--- src/khss_pkg.sv ---
`timescale 1ns / 1ps

package khss_pkg;

    localparam int DATA_W  = 8;
    localparam int HASH_W  = 32;
    localparam int SHARD_W = 16;
    localparam int ADDR_W  = 3;
    localparam int CNT_W   = 5;

    localparam logic [SHARD_W-1:0] PRIME_SMALL = 16'd7877;
    localparam logic [SHARD_W-1:0] PRIME_LARGE = 16'd65521;
    localparam logic [3:0]         HASH_MUL    = 4'd11;
    localparam logic [7:0]         LOW_MASK    = 8'hFF;
    localparam int                 FOLD_SHIFT  = 24;

    // prime reduction by folding: 2^13 = 315 (mod 7877), 2^16 = 15 (mod 65521)
    localparam int                FOLD_LO_SMALL = 13;
    localparam int                FOLD_LO_LARGE = 16;
    localparam logic [HASH_W-1:0] FOLD_K_SMALL  = 32'd315;
    localparam logic [HASH_W-1:0] FOLD_K_LARGE  = 32'd15;

    localparam logic [SHARD_W-1:0] SHARD_COUNT_RST = 16'd1;

    // prime pass: five fold steps, the last one also subtracts the prime
    localparam logic [CNT_W-1:0] STEPS_P = 5'd4;
    // shard_count pass: one dividend bit per cycle
    localparam logic [CNT_W-1:0] STEPS_C = 5'd15;

    // register word index (paddr[2])
    localparam logic REG_SHARD_COUNT = 1'b0;

    typedef enum logic [1:0] {
        S_IDLE,
        S_MODP,
        S_MODC,
        S_HOLD
    } t_state;

    typedef struct packed {
        logic accept;     // input item taken this cycle
        logic load_p;     // last byte: start prime reduction
        logic step;       // one reduction step
        logic sel_count;  // shard_count pass instead of prime pass
        logic load_c;     // prime pass done: start shard_count pass
        logic emit;       // load output register
    } t_dp_cmd;

    typedef struct packed {
        logic last_step;  // step counter at zero
        logic out_free;   // output register can take a new item
    } t_dp_stat;

endpackage

--- src/khss_if.sv ---
`timescale 1ns / 1ps

interface khss_in_if;
    logic                         valid;
    logic                         ready;
    logic [khss_pkg::DATA_W-1:0]  data_byte;
    logic                         last_byte;

    modport source (output valid, output data_byte, output last_byte, input ready);
    modport sink   (input valid, input data_byte, input last_byte, output ready);
endinterface

interface khss_out_if;
    logic                         valid;
    logic                         ready;
    logic [khss_pkg::SHARD_W-1:0] shard_id;
    logic [khss_pkg::HASH_W-1:0]  folded_hash;

    modport source (output valid, output shard_id, output folded_hash, input ready);
    modport sink   (input valid, input shard_id, input folded_hash, output ready);
endinterface

--- src/khss_ctrl.sv ---
`timescale 1ns / 1ps

module khss_ctrl (
    input  logic               i_clk,
    input  logic               i_rst_n,
    input  logic               i_in_valid,
    input  logic               i_in_last,
    input  khss_pkg::t_dp_stat i_stat,
    output logic               o_in_ready,
    output khss_pkg::t_dp_cmd  o_cmd
);

    khss_pkg::t_state r_state;
    khss_pkg::t_state n_state;

    always_ff @(posedge i_clk) begin
        if (!i_rst_n) begin
            r_state <= khss_pkg::S_IDLE;
        end else begin
            r_state <= n_state;
        end
    end

    always_comb begin
        n_state    = r_state;
        o_in_ready = 1'b0;
        o_cmd      = '0;
        case (r_state)
            khss_pkg::S_IDLE: begin
                o_in_ready   = 1'b1;
                o_cmd.accept = i_in_valid;
                if (i_in_valid && i_in_last) begin
                    o_cmd.load_p = 1'b1;
                    n_state      = khss_pkg::S_MODP;
                end
            end
            khss_pkg::S_MODP: begin
                o_cmd.step = 1'b1;
                if (i_stat.last_step) begin
                    o_cmd.load_c = 1'b1;
                    n_state      = khss_pkg::S_MODC;
                end
            end
            khss_pkg::S_MODC: begin
                o_cmd.step      = 1'b1;
                o_cmd.sel_count = 1'b1;
                if (i_stat.last_step) begin
                    n_state = khss_pkg::S_HOLD;
                end
            end
            khss_pkg::S_HOLD: begin
                if (i_stat.out_free) begin
                    o_cmd.emit = 1'b1;
                    n_state    = khss_pkg::S_IDLE;
                end
            end
            default: begin
                n_state = khss_pkg::S_IDLE;
            end
        endcase
    end

endmodule

--- src/khss_dp.sv ---
`timescale 1ns / 1ps

module khss_dp (
    input  logic                         i_clk,
    input  logic                         i_rst_n,
    input  khss_pkg::t_dp_cmd            i_cmd,
    input  logic [khss_pkg::DATA_W-1:0]  i_data_byte,
    input  logic [khss_pkg::SHARD_W-1:0] i_shard_count,
    input  logic                         i_out_ready,
    output khss_pkg::t_dp_stat           o_stat,
    output logic                         o_out_valid,
    output logic [khss_pkg::SHARD_W-1:0] o_shard_id,
    output logic [khss_pkg::HASH_W-1:0]  o_folded_hash
);

    localparam int HW = khss_pkg::HASH_W;
    localparam int SW = khss_pkg::SHARD_W;
    localparam int LS = khss_pkg::FOLD_LO_SMALL;
    localparam int LL = khss_pkg::FOLD_LO_LARGE;

    logic [HW-1:0]              r_hash;
    logic [HW-1:0]              r_fold;
    logic [HW-1:0]              r_div;
    logic [SW-1:0]              r_rem;
    logic [khss_pkg::CNT_W-1:0] r_cnt;
    logic                       r_out_valid;
    logic [SW-1:0]              r_out_shard;
    logic [HW-1:0]              r_out_fold;

    logic [HW-1:0] sum;
    logic [HW-1:0] n_hash;
    logic [HW-1:0] fold;
    logic [HW-1:0] red_small;
    logic [HW-1:0] red_large;
    logic [HW-1:0] red_next;
    logic [SW-1:0] prime;
    logic [HW-1:0] red_sub;
    logic [SW-1:0] n_prime_rem;
    logic [SW-1:0] divisor;
    logic [SW:0]   trial;
    logic [SW:0]   diff;
    logic [SW-1:0] n_rem;

    // h + (c<<4) + (c>>4), then *11; fold XORs the low byte into bits 31:24
    always_comb begin
        sum    = r_hash + {20'd0, i_data_byte, 4'd0} + {28'd0, i_data_byte[7:4]};
        n_hash = sum * {28'd0, khss_pkg::HASH_MUL};
        fold   = n_hash ^ {n_hash[7:0] & khss_pkg::LOW_MASK, 24'd0};
    end

    // prime pass: high part times (2^k mod p) plus low part, one fold per step;
    // five folds leave less than twice the prime
    always_comb begin
        red_small = {{LS{1'b0}}, r_div[HW-1:LS]} * khss_pkg::FOLD_K_SMALL
                  + {{(HW-LS){1'b0}}, r_div[LS-1:0]};
        red_large = {{LL{1'b0}}, r_div[HW-1:LL]} * khss_pkg::FOLD_K_LARGE
                  + {{(HW-LL){1'b0}}, r_div[LL-1:0]};
        if (i_shard_count <= khss_pkg::PRIME_SMALL) begin
            prime    = khss_pkg::PRIME_SMALL;
            red_next = red_small;
        end else begin
            prime    = khss_pkg::PRIME_LARGE;
            red_next = red_large;
        end
        red_sub = red_next - {{(HW-SW){1'b0}}, prime};
        if (red_next >= {{(HW-SW){1'b0}}, prime}) begin
            n_prime_rem = red_sub[SW-1:0];
        end else begin
            n_prime_rem = red_next[SW-1:0];
        end
    end

    // shard_count pass: restoring remainder, one dividend bit per step
    always_comb begin
        divisor = i_shard_count;
        trial   = {r_rem, r_div[HW-1]};
        diff    = trial - {1'b0, divisor};
        if (trial >= {1'b0, divisor}) begin
            n_rem = diff[SW-1:0];
        end else begin
            n_rem = trial[SW-1:0];
        end
    end

    always_ff @(posedge i_clk) begin
        if (!i_rst_n) begin
            r_hash <= '0;
        end else if (i_cmd.accept) begin
            r_hash <= i_cmd.load_p ? '0 : n_hash;
        end
    end

    always_ff @(posedge i_clk) begin
        if (i_cmd.load_p) begin
            r_fold <= fold;
            r_div  <= fold;
            r_rem  <= '0;
            r_cnt  <= khss_pkg::STEPS_P;
        end else if (i_cmd.load_c) begin
            r_div  <= {n_prime_rem, {(HW-SW){1'b0}}};
            r_rem  <= '0;
            r_cnt  <= khss_pkg::STEPS_C;
        end else if (i_cmd.step && !i_cmd.sel_count) begin
            r_div  <= red_next;
            r_cnt  <= r_cnt - 1'b1;
        end else if (i_cmd.step) begin
            r_div  <= {r_div[HW-2:0], 1'b0};
            r_rem  <= n_rem;
            r_cnt  <= r_cnt - 1'b1;
        end
    end

    always_ff @(posedge i_clk) begin
        if (!i_rst_n) begin
            r_out_valid <= 1'b0;
        end else if (i_cmd.emit) begin
            r_out_valid <= 1'b1;
        end else if (i_out_ready) begin
            r_out_valid <= 1'b0;
        end
    end

    always_ff @(posedge i_clk) begin
        if (i_cmd.emit) begin
            // zero shard count has no meaning; report shard 0
            r_out_shard <= (i_shard_count == '0) ? '0 : r_rem;
            r_out_fold  <= r_fold;
        end
    end

    assign o_stat.last_step = (r_cnt == '0);
    assign o_stat.out_free  = !r_out_valid || i_out_ready;
    assign o_out_valid      = r_out_valid;
    assign o_shard_id       = r_out_shard;
    assign o_folded_hash    = r_out_fold;

endmodule

--- src/key_hash_shard_select.sv ---
`timescale 1ns / 1ps
// Key hash shard select.
// i_in carries key bytes (data_byte, last_byte) with valid/ready; the
// key's last byte is marked by last_byte. o_out carries one item per key:
// shard_id (below shard_count, 0 if it is 0) and the folded 32-bit hash.
// shard_count is written over the APB port at byte address 0; write it only
// while the block is idle (the block does not enforce this). It resets to 1.
// Non-last bytes are taken one per cycle. After the last byte is accepted
// the input stalls while the hash is reduced: modulo the prime (folds of
// the high part into the low part, then one conditional subtract), then
// modulo shard_count, one bit per cycle. The result reaches o_out and the
// input takes bytes again in the same cycle.
// A result that o_out does not take waits in the output register while the
// next key's bytes are still taken; that key then holds in its final state
// and keeps the input stalled until the output register frees.
// Reset (synchronous, active low) clears the running hash, any key in
// progress and the pending result.
module key_hash_shard_select (
    input  logic                         i_clk,
    input  logic                         i_rst_n,
    khss_in_if.sink                      i_in,
    khss_out_if.source                   o_out,
    input  logic                         psel,
    input  logic                         penable,
    input  logic                         pwrite,
    input  logic [khss_pkg::ADDR_W-1:0]  paddr,
    input  logic [31:0]                  pwdata,
    output logic [31:0]                  prdata,
    output logic                         pready
);

    logic [khss_pkg::SHARD_W-1:0] r_shard_count;
    khss_pkg::t_dp_cmd             cmd;
    khss_pkg::t_dp_stat            stat;
    logic                          in_ready;

    assign pready = 1'b1;

    always_ff @(posedge i_clk) begin
        if (!i_rst_n) begin
            r_shard_count <= khss_pkg::SHARD_COUNT_RST;
        end else if (psel && penable && pwrite && pready
                     && paddr[2] == khss_pkg::REG_SHARD_COUNT) begin
            r_shard_count <= pwdata[khss_pkg::SHARD_W-1:0];
        end
    end

    always_comb begin
        if (paddr[2] == khss_pkg::REG_SHARD_COUNT) begin
            prdata = {16'd0, r_shard_count};
        end else begin
            prdata = '0;
        end
    end

    khss_ctrl u_ctrl (
        .i_clk      (i_clk),
        .i_rst_n    (i_rst_n),
        .i_in_valid (i_in.valid),
        .i_in_last  (i_in.last_byte),
        .i_stat     (stat),
        .o_in_ready (in_ready),
        .o_cmd      (cmd)
    );

    khss_dp u_dp (
        .i_clk         (i_clk),
        .i_rst_n       (i_rst_n),
        .i_cmd         (cmd),
        .i_data_byte   (i_in.data_byte),
        .i_shard_count (r_shard_count),
        .i_out_ready   (o_out.ready),
        .o_stat        (stat),
        .o_out_valid   (o_out.valid),
        .o_shard_id    (o_out.shard_id),
        .o_folded_hash (o_out.folded_hash)
    );

    assign i_in.ready = in_ready;

endmodule

--- src/flat_wrapper.sv ---
// flat-port wrapper written by rule: the top's interface ports become plain ports
module key_hash_shard_select_flat 
  (i_clk, i_rst_n, psel, penable, pwrite, paddr, pwdata, prdata, pready, i_in_valid, i_in_data_byte, i_in_last_byte, i_in_ready, o_out_valid, o_out_shard_id, o_out_folded_hash, o_out_ready);
  khss_in_if i_in_i ();
  khss_out_if o_out_i ();
  input  logic i_clk;
  input  logic i_rst_n;
  input  logic psel;
  input  logic penable;
  input  logic pwrite;
  input  logic [khss_pkg::ADDR_W-1:0] paddr;
  input  logic [31:0] pwdata;
  output logic [31:0] prdata;
  output logic pready;
  input wire logic [$bits(i_in_i.valid)-1:0] i_in_valid;
  input wire logic [$bits(i_in_i.data_byte)-1:0] i_in_data_byte;
  input wire logic [$bits(i_in_i.last_byte)-1:0] i_in_last_byte;
  output wire logic [$bits(i_in_i.ready)-1:0] i_in_ready;
  output wire logic [$bits(o_out_i.valid)-1:0] o_out_valid;
  output wire logic [$bits(o_out_i.shard_id)-1:0] o_out_shard_id;
  output wire logic [$bits(o_out_i.folded_hash)-1:0] o_out_folded_hash;
  input wire logic [$bits(o_out_i.ready)-1:0] o_out_ready;
  assign i_in_i.valid = i_in_valid;
  assign i_in_i.data_byte = i_in_data_byte;
  assign i_in_i.last_byte = i_in_last_byte;
  assign i_in_ready = i_in_i.ready;
  assign o_out_valid = o_out_i.valid;
  assign o_out_shard_id = o_out_i.shard_id;
  assign o_out_folded_hash = o_out_i.folded_hash;
  assign o_out_i.ready = o_out_ready;
  key_hash_shard_select u_core (.i_clk(i_clk), .i_rst_n(i_rst_n), .i_in(i_in_i), .o_out(o_out_i), .psel(psel), .penable(penable), .pwrite(pwrite), .paddr(paddr), .pwdata(pwdata), .prdata(prdata), .pready(pready));
endmodule
--- config.mk ---
export PLATFORM = sky130hd
export DESIGN_NAME = key_hash_shard_select_flat
export DESIGN_NICKNAME = d
export VERILOG_FILES = /design/src/khss_pkg.sv /design/src/khss_if.sv /design/src/khss_ctrl.sv /design/src/khss_dp.sv /design/src/key_hash_shard_select.sv /design/src/flat_wrapper.sv
export SDC_FILE = /design/constraint.sdc
export NUM_CORES = 1
export LEC_CHECK = 0
export BUFFER_PORTS_ARGS = -buffer_cell sky130_fd_sc_hd__buf_4
export CAP_MARGIN = 0
export CORE_UTILIZATION = 56
export DETAILED_ROUTE_END_ITERATION = 10
export PLACE_DENSITY = 0.73
export SETUP_SLACK_MARGIN = 0.4
export SYNTH_ARGS = -nofsm -noshare
export SYNTH_HDL_FRONTEND = slang
export SYNTH_SLANG_ARGS = --single-unit
--- constraint.sdc ---
create_clock -name i_clk -period 14.15 [get_ports i_clk]
set_clock_uncertainty 0.2 [all_clocks]
set_input_delay 3.5375 -clock i_clk [delete_from_list [all_inputs] [get_ports i_clk]]
set_output_delay 3.5375 -clock i_clk [all_outputs]
set_load 0.01 [all_outputs]
; ---- Word-level counts from Yosys, hierarchy flattened
; Cells that the tools add are included.
[classes]
n_mux = 29
n_lt_le_gt_ge = 3
bitwise_logic = 3
addsub = 7
n_mul = 3
reduce_logical = 19
eq_ne = 7
[op_table]
columns = operator, n
row1 = two-way mux 32 bit, 5
row2 = two-way mux 16 bit, 4
row3 = adder 32 x 12 -> 32 bit, 1
row4 = adder 32 x 4 -> 32 bit, 1
row5 = multiplier 32 x 4 -> 32 bit (second input constant), 1
row6 = subtractor 16 bit, 2
row7 = bitwise XOR 32 bit, 1
row8 = adder 28 x 13 -> 29 bit, 1
row9 = greater-or-equal comparator 29 x 16 -> 1 bit, 1
row10 = two-way mux 29 bit, 1
row11 = multiplier 19 x 9 -> 28 bit (second input constant), 1
row12 = adder 20 x 16 -> 21 bit, 1
row13 = multiplier 16 x 4 -> 20 bit (second input constant), 1
row14 = greater-or-equal comparator 17 x 16 -> 1 bit, 1
row15 = <= comparator 16 x 13 -> 1 bit (second input constant), 1
row16 = logical NOT 16 bit, 1
row17 = two-way mux 1 bit, 10
row18 = two-way mux 2 bit, 5
row19 = two-way mux 5 bit, 2
row20 = case mux 2 bit (4 select lines), 1
row21 = inequality test 2 x 1 -> 1 bit (second input constant), 3
row22 = logical AND 1 bit, 5
row23 = logical NOT 5 bit, 1
row24 = subtractor 5 x 1 -> 5 bit (second input constant), 1
row25 = other kinds (14), 19
[totals]
in_bits = 51
wordCells = 82
reg_bits = 184

; ---- Logic depth before layout (Yosys ltp)
[depth]
ltp_word = 7
depth_mapped = 27

; ---- Hierarchy
; Synthesis repeated with hierarchy kept, for this count alone.
[unflattened]
hier_cells = 2101
area_unflattened_um2 = 19084.6
[modules_own_cells]
columns = module, cells_per_inst, seq_area_each_um2, instances, area_per_inst_um2
row1 = khss_dp, 1971, 4444.3, 1, 17948.5
row2 = key_hash_shard_select, 106, 320.3, 1, 912.1
row3 = khss_ctrl, 24, 40.0, 1, 224.0

; ---- Worst setup path before layout
; Ideal clock, no wire load.
[synth_timing]
kind = input -> register
from = input i_in_data_byte[4]
to = register u_core.u_dp.r_div[29] (data pin)
n_path_buf = 0
cell_stages = 22
arrival_ns = 8.591
slack_ns = 5.102
setup_ns = 0.256
path_cell_list = ha_1 > fa_1 > a211oi_1 > o21bai_1 > a311oi_1 > o21ai_1 > nand2_1 > nor2_1 > xor2_1 > ha_1 > fa_1 > ha_1 > a21oi_1 > o221ai_1 > o21bai_1 > a2111oi_0 > nor3_1 > or3_1 > a21oi_1 > xnor2_1 > xor2_1 > o22a_1
[synth_between]
elab_chain_cells = 5
[synth_lines]
columns = item, line_no
row1 = start: declaration, flat_wrapper.sv:16  ; input wire logic [$bits(i_in_i.data_byte)-1:0] i_in_data_byte;
row2 = adder 32 x 12 -> 32 bit, khss_dp.sv:46  ; sum = r_hash + {20'd0, i_data_byte, 4'd0} + {28'd0, i_data_byte[7:4]};
row3 = adder 32 x 4 -> 32 bit (*), khss_dp.sv:46
row4 = multiplier 32 x 4 -> 32 bit (*), khss_dp.sv:47  ; n_hash = sum * {28'd0, khss_pkg::HASH_MUL};
row5 = bitwise XOR 32 bit (*), khss_dp.sv:48  ; fold = n_hash ^ {n_hash[7:0] & khss_pkg::LOW_MASK, 24'd0};
row6 = net u_core.u_dp.fold[29], khss_dp.sv:32  ; logic [HW-1:0] fold;
row7 = two-way mux 32 bit (*), khss_dp.sv:94  ; if (i_cmd.load_p) begin
row8 = end signal: assignment, khss_dp.sv:96  ; r_div <= fold;
row9 = end signal: assignment, khss_dp.sv:100  ; r_div <= {n_prime_rem, {(HW-SW){1'b0}}};
row10 = end signal: assignment, khss_dp.sv:104  ; r_div <= red_next;
row11 = end: declaration, khss_dp.sv:23  ; logic [HW-1:0] r_div;
; The timed path passes the listed nets; every way through them passes the cells marked *.
; A chain may end at the register's enable or synchronous reset.

; ---- Worst setup path in the final report
[layout_timing]
from = input i_in_data_byte[6]
to = register u_core.u_dp.r_div[29] (data pin)
; Same word-level chain as after synthesis.

==> results.txt <==
- Post-DR wirelength/cell: 19.55 µm
- Final-stage net count: 2601
- First-pass GRT wire length: 82530 µm
- Compared with the post-synthesis result, the final layout area differs by 8.733%.
- Buffers inserted during clock tree synthesis total 17.
- In this run, post-CTS repair resized a total of 0 instances.
- Ant diodes: 0
* Violation count after the first detailed-route iteration: 1281
- Combinational family with the most area after synthesis: adder cells
- Post-CTS timing repair inserted 0 buffers for setup.
* Largest net degree at the start of global routing: 66
* Min-Delay Path Class: reg -> reg
- Antenna-violating nets left: 0
* Clock latency of the later-clocked register in the worst-skew pair: 0.44 ns
- Row generation in the floorplan step produced 67 rows.
* Share of cell area taken by muxes after synthesis: 0.01541
- At the worst endpoint, the required time is 14.15 ns.
* Worst hold path startpoint: u_core.u_dp.r_fold[12]$_DFFE_PP_
- Yosys mapped a number of flops with a built-in enable equal to 112.
* Remaining max-slew budget at the tightest pin: 0.2538
- During placement, the flow inserted port buffers numbering 98.
* DIE AREA: 0.03495 mm²
- Setup repair after global routing missed its margin: no
- For the finished layout, the period the worst path requires is 10.16 ns.
- Final Slew Violations: 0
* Initial core utilization: 0.5698
- For the pin with the worst max-slew slack, the measured transition is 1.115 ns.
* Maximum clock frequency: 98.44 MHz
- Commonest non-fill, non-tap cells in the layout: inv_1, ha_1, nand2_1
- TritonCTS built the clock tree.
- Final HPWL DP: 41370 µm
- Die X-Extent: 187.0 µm
- The tool flagged a number of max-cap violations equal to 0.
- Of the total synthesized cell area, the portion taken by XOR and XNOR cells is 0.04801.
- Worst R2R Path Depth: 24
* Gr ovfl total: 0
* Bufs on Longest Clock Path: 2
* Placeable core area: 0.03362 mm²
* Final setup TNS: 0 ns
- Depth of the worst hold-timing path: 0
* Antenna violations before repair: 0
- The tree is rooted in a clkbuf_16.
- In the global route stage, overall resource usage came out at 0.3011.
- After clock tree synthesis, the clock-pin slew on the worst setup and hold paths is 0.08 ns.
* Drt first pass iters: 6
- Detailed-route vias per instance: 5.964
* Total number of H-tree levels: 4
* Number of synthesized register bits: 184
* Startpoint-to-endpoint class of the critical path: in -> reg
- Data arrival time of the critical path: 10.16 ns
* Number of global-route vias before repair: 15.31k
* Avg Synthesized Cell Area: 8.998 µm²
* Synthesized netlist cell count: 2129
- The worst register-to-register path begins at u_core.u_dp.r_div[14]$_DFFE_PP_.
- In this run the register-to-register setup slack is 6.37 ns.
- Number of distinct library cells after synthesis: 99
* Most common cell after layout, fill and taps aside: inv_1
- The final layout contains routed wiring with a total length of 51900 µm.
* Post-CTS Hold Fix Bufs: 0
- Top flip-flop cell by instance count after synthesis: edfxtp_1
- Final-report hold violation count: 0
* Number of filler cells placed in the layout: 2888
- Post-synthesis adder-cell area fraction: 0.2849
* Part of the Yosys area used for sequential elements: 0.2508
* Part of the cycle the worst path needs: 0.7179
- Number of clock sinks: 184
- For this run, the share of the core covered by cells in the final layout is 0.6196.
- Layout cells sized above 1: 0.08024
- Along the worst path, the maximum fanout reaches 8.
* Proportion of synthesized flip-flops having asynchronous set or reset: 0
- For hold timing, the worst endpoint is u_core.u_dp.o_folded_hash[12]$_DFFE_PP_.
- The final route contains 15.83k vias.
- In this run the critical register-to-register path is captured at u_core.u_dp.r_div[22]$_DFFE_PP_.
- The flow ran to the end, and the final reports show no timing, DRC or antenna violations.
- Number of ports placed on the die boundary: 134
- Number of warnings printed during yosys synthesis: 0
- The share of the synthesized area in compound gates (AO/OA/AOI/OAI) came to 0.1762.
- Category of the worst setup path capture point: flop
- Area share of and/or/nand/nor cells after synthesis: 0.1400
* Placer congestion estimate: 0.9900
- STA classifies the critical path startpoint as a primary input.
- Setup violations remaining at the end of the flow were counted as 0.
- DR DRC count: 0
* Die H: 187.0 µm
* Synthesized cell area: 0.01916 mm²
-- synthesized netlist by cell type (all sizes together) (42+ instances only) --
cell / instances / area [µm²]
fa: 132 / 2643
nor2: 133 / 501.7
nand2: 152 / 578.1
nand3: 42 / 210.2
clkbuf: 45 / 168.9
ha: 225 / 2815
xnor2: 69 / 604.3
dfxtp: 72 / 1441
o21ai: 94 / 470.5
inv: 322 / 1209
a21oi: 143 / 715.7
edfxtp: 112 / 3363
nor2b: 61 / 381.6
-- cells by family (layout without fill, tap and decap cells) --
group	count (synthesis)	in the layout
simple gates	542	542
compound gates	506	506
buf+inv	404	466
fa+ha+maj	357	357
flops	184	184
xor+xnor	105	105
mux	29	29
other cells	2	17
-- registers in the layout (all words and copies together), names as in the netlist --
| name | count |
|---|---|
| u_core.u_dp.o_folded_hash | 32 |
| u_core.u_dp.r_div | 32 |
| u_core.u_dp.r_fold | 32 |
| u_core.u_dp.r_hash | 32 |
| u_core.r_shard_count | 16 |
| u_core.u_dp.o_shard_id | 16 |
| u_core.u_dp.r_rem | 16 |
| u_core.u_dp.r_cnt | 5 |
| u_core.u_ctrl.r_state | 2 |
| u_core.u_dp.o_out_valid | 1 |
-- stage by stage --
stage	std cells	area [µm²]	hold slack (ns)	setup slack (ns)
floorplan	2144	19210	0.2003	5.102
global placement	2622	20230	0.2017	3.817
detailed placement	2622	20230	0.2056	3.697
CTS	2654	20830	0.2127	4.106
global route	2654	20830	0.2124	3.467
finish	2654	20830	0.2135	3.991
-- cell type report --
cell class	count	area [µm²]	share of cell area
timing repair buffer	111	833.3	0.04001
clock buffer	17	425.4	0.02042
sequential	184	4805	0.2307
clock inverter	15	177.7	0.008530
multi-input combinational	1556	12810	0.6152
inverter	323	1212	0.05821
tap	448	560.5	0.02691
-- how the worst max path moves through the flow --
stage                           start                              end  depth (start not counted)
detailed placement  i_in_data_byte[6]  u_core.u_dp.r_div[29]$_DFFE_PP_                         26
floorplan           i_in_data_byte[4]  u_core.u_dp.r_div[29]$_DFFE_PP_                         22
global placement    i_in_data_byte[7]  u_core.u_dp.r_div[29]$_DFFE_PP_                         23
finish              i_in_data_byte[6]  u_core.u_dp.r_div[29]$_DFFE_PP_                         26
global route        i_in_data_byte[0]  u_core.u_dp.r_div[31]$_DFFE_PP_                         26
CTS                 i_in_data_byte[6]  u_core.u_dp.r_div[29]$_DFFE_PP_                         26
-- worst max-delay path, stage by stage --
cell and delay (ns):
buf_4 0.13, ha_1 0.37, nand3_1 0.10, o211ai_1 0.27
o2111ai_1 0.18, and2_1 0.19, o2111ai_1 0.79, nand3_1 0.25
nor2_1 0.18, xor2_1 0.36, ha_1 0.19, inv_1 0.05
fa_1 0.54, inv_1 0.05, ha_1 0.34, a21oi_1 0.18
nor2b_1 0.07, o21ai_0 0.16, nand2b_1 0.11, a2111oi_0 0.69
nor3_1 0.21, or3_1 0.39, a21oi_1 0.18, xnor2_1 0.20
xor2_1 0.18, o22a_1 0.26
-- routing by layer --
| metal | track usage | up-vias | share of wire |
|---|---|---|---|
| met5 | 0 | - | 0 |
| li1 | - | 7509 | - |
| met3 | 0.06191 | 105 | 0.075 |
| met2 | 0.4951 | 576 | 0.46 |
| met1 | 0.3973 | 7638 | 0.43 |
| met4 | 0.09647 | 0 | 0.034 |
Power is not shown: default switching activity piles up to over one toggle a cycle in this logic, so the estimate is an artifact.
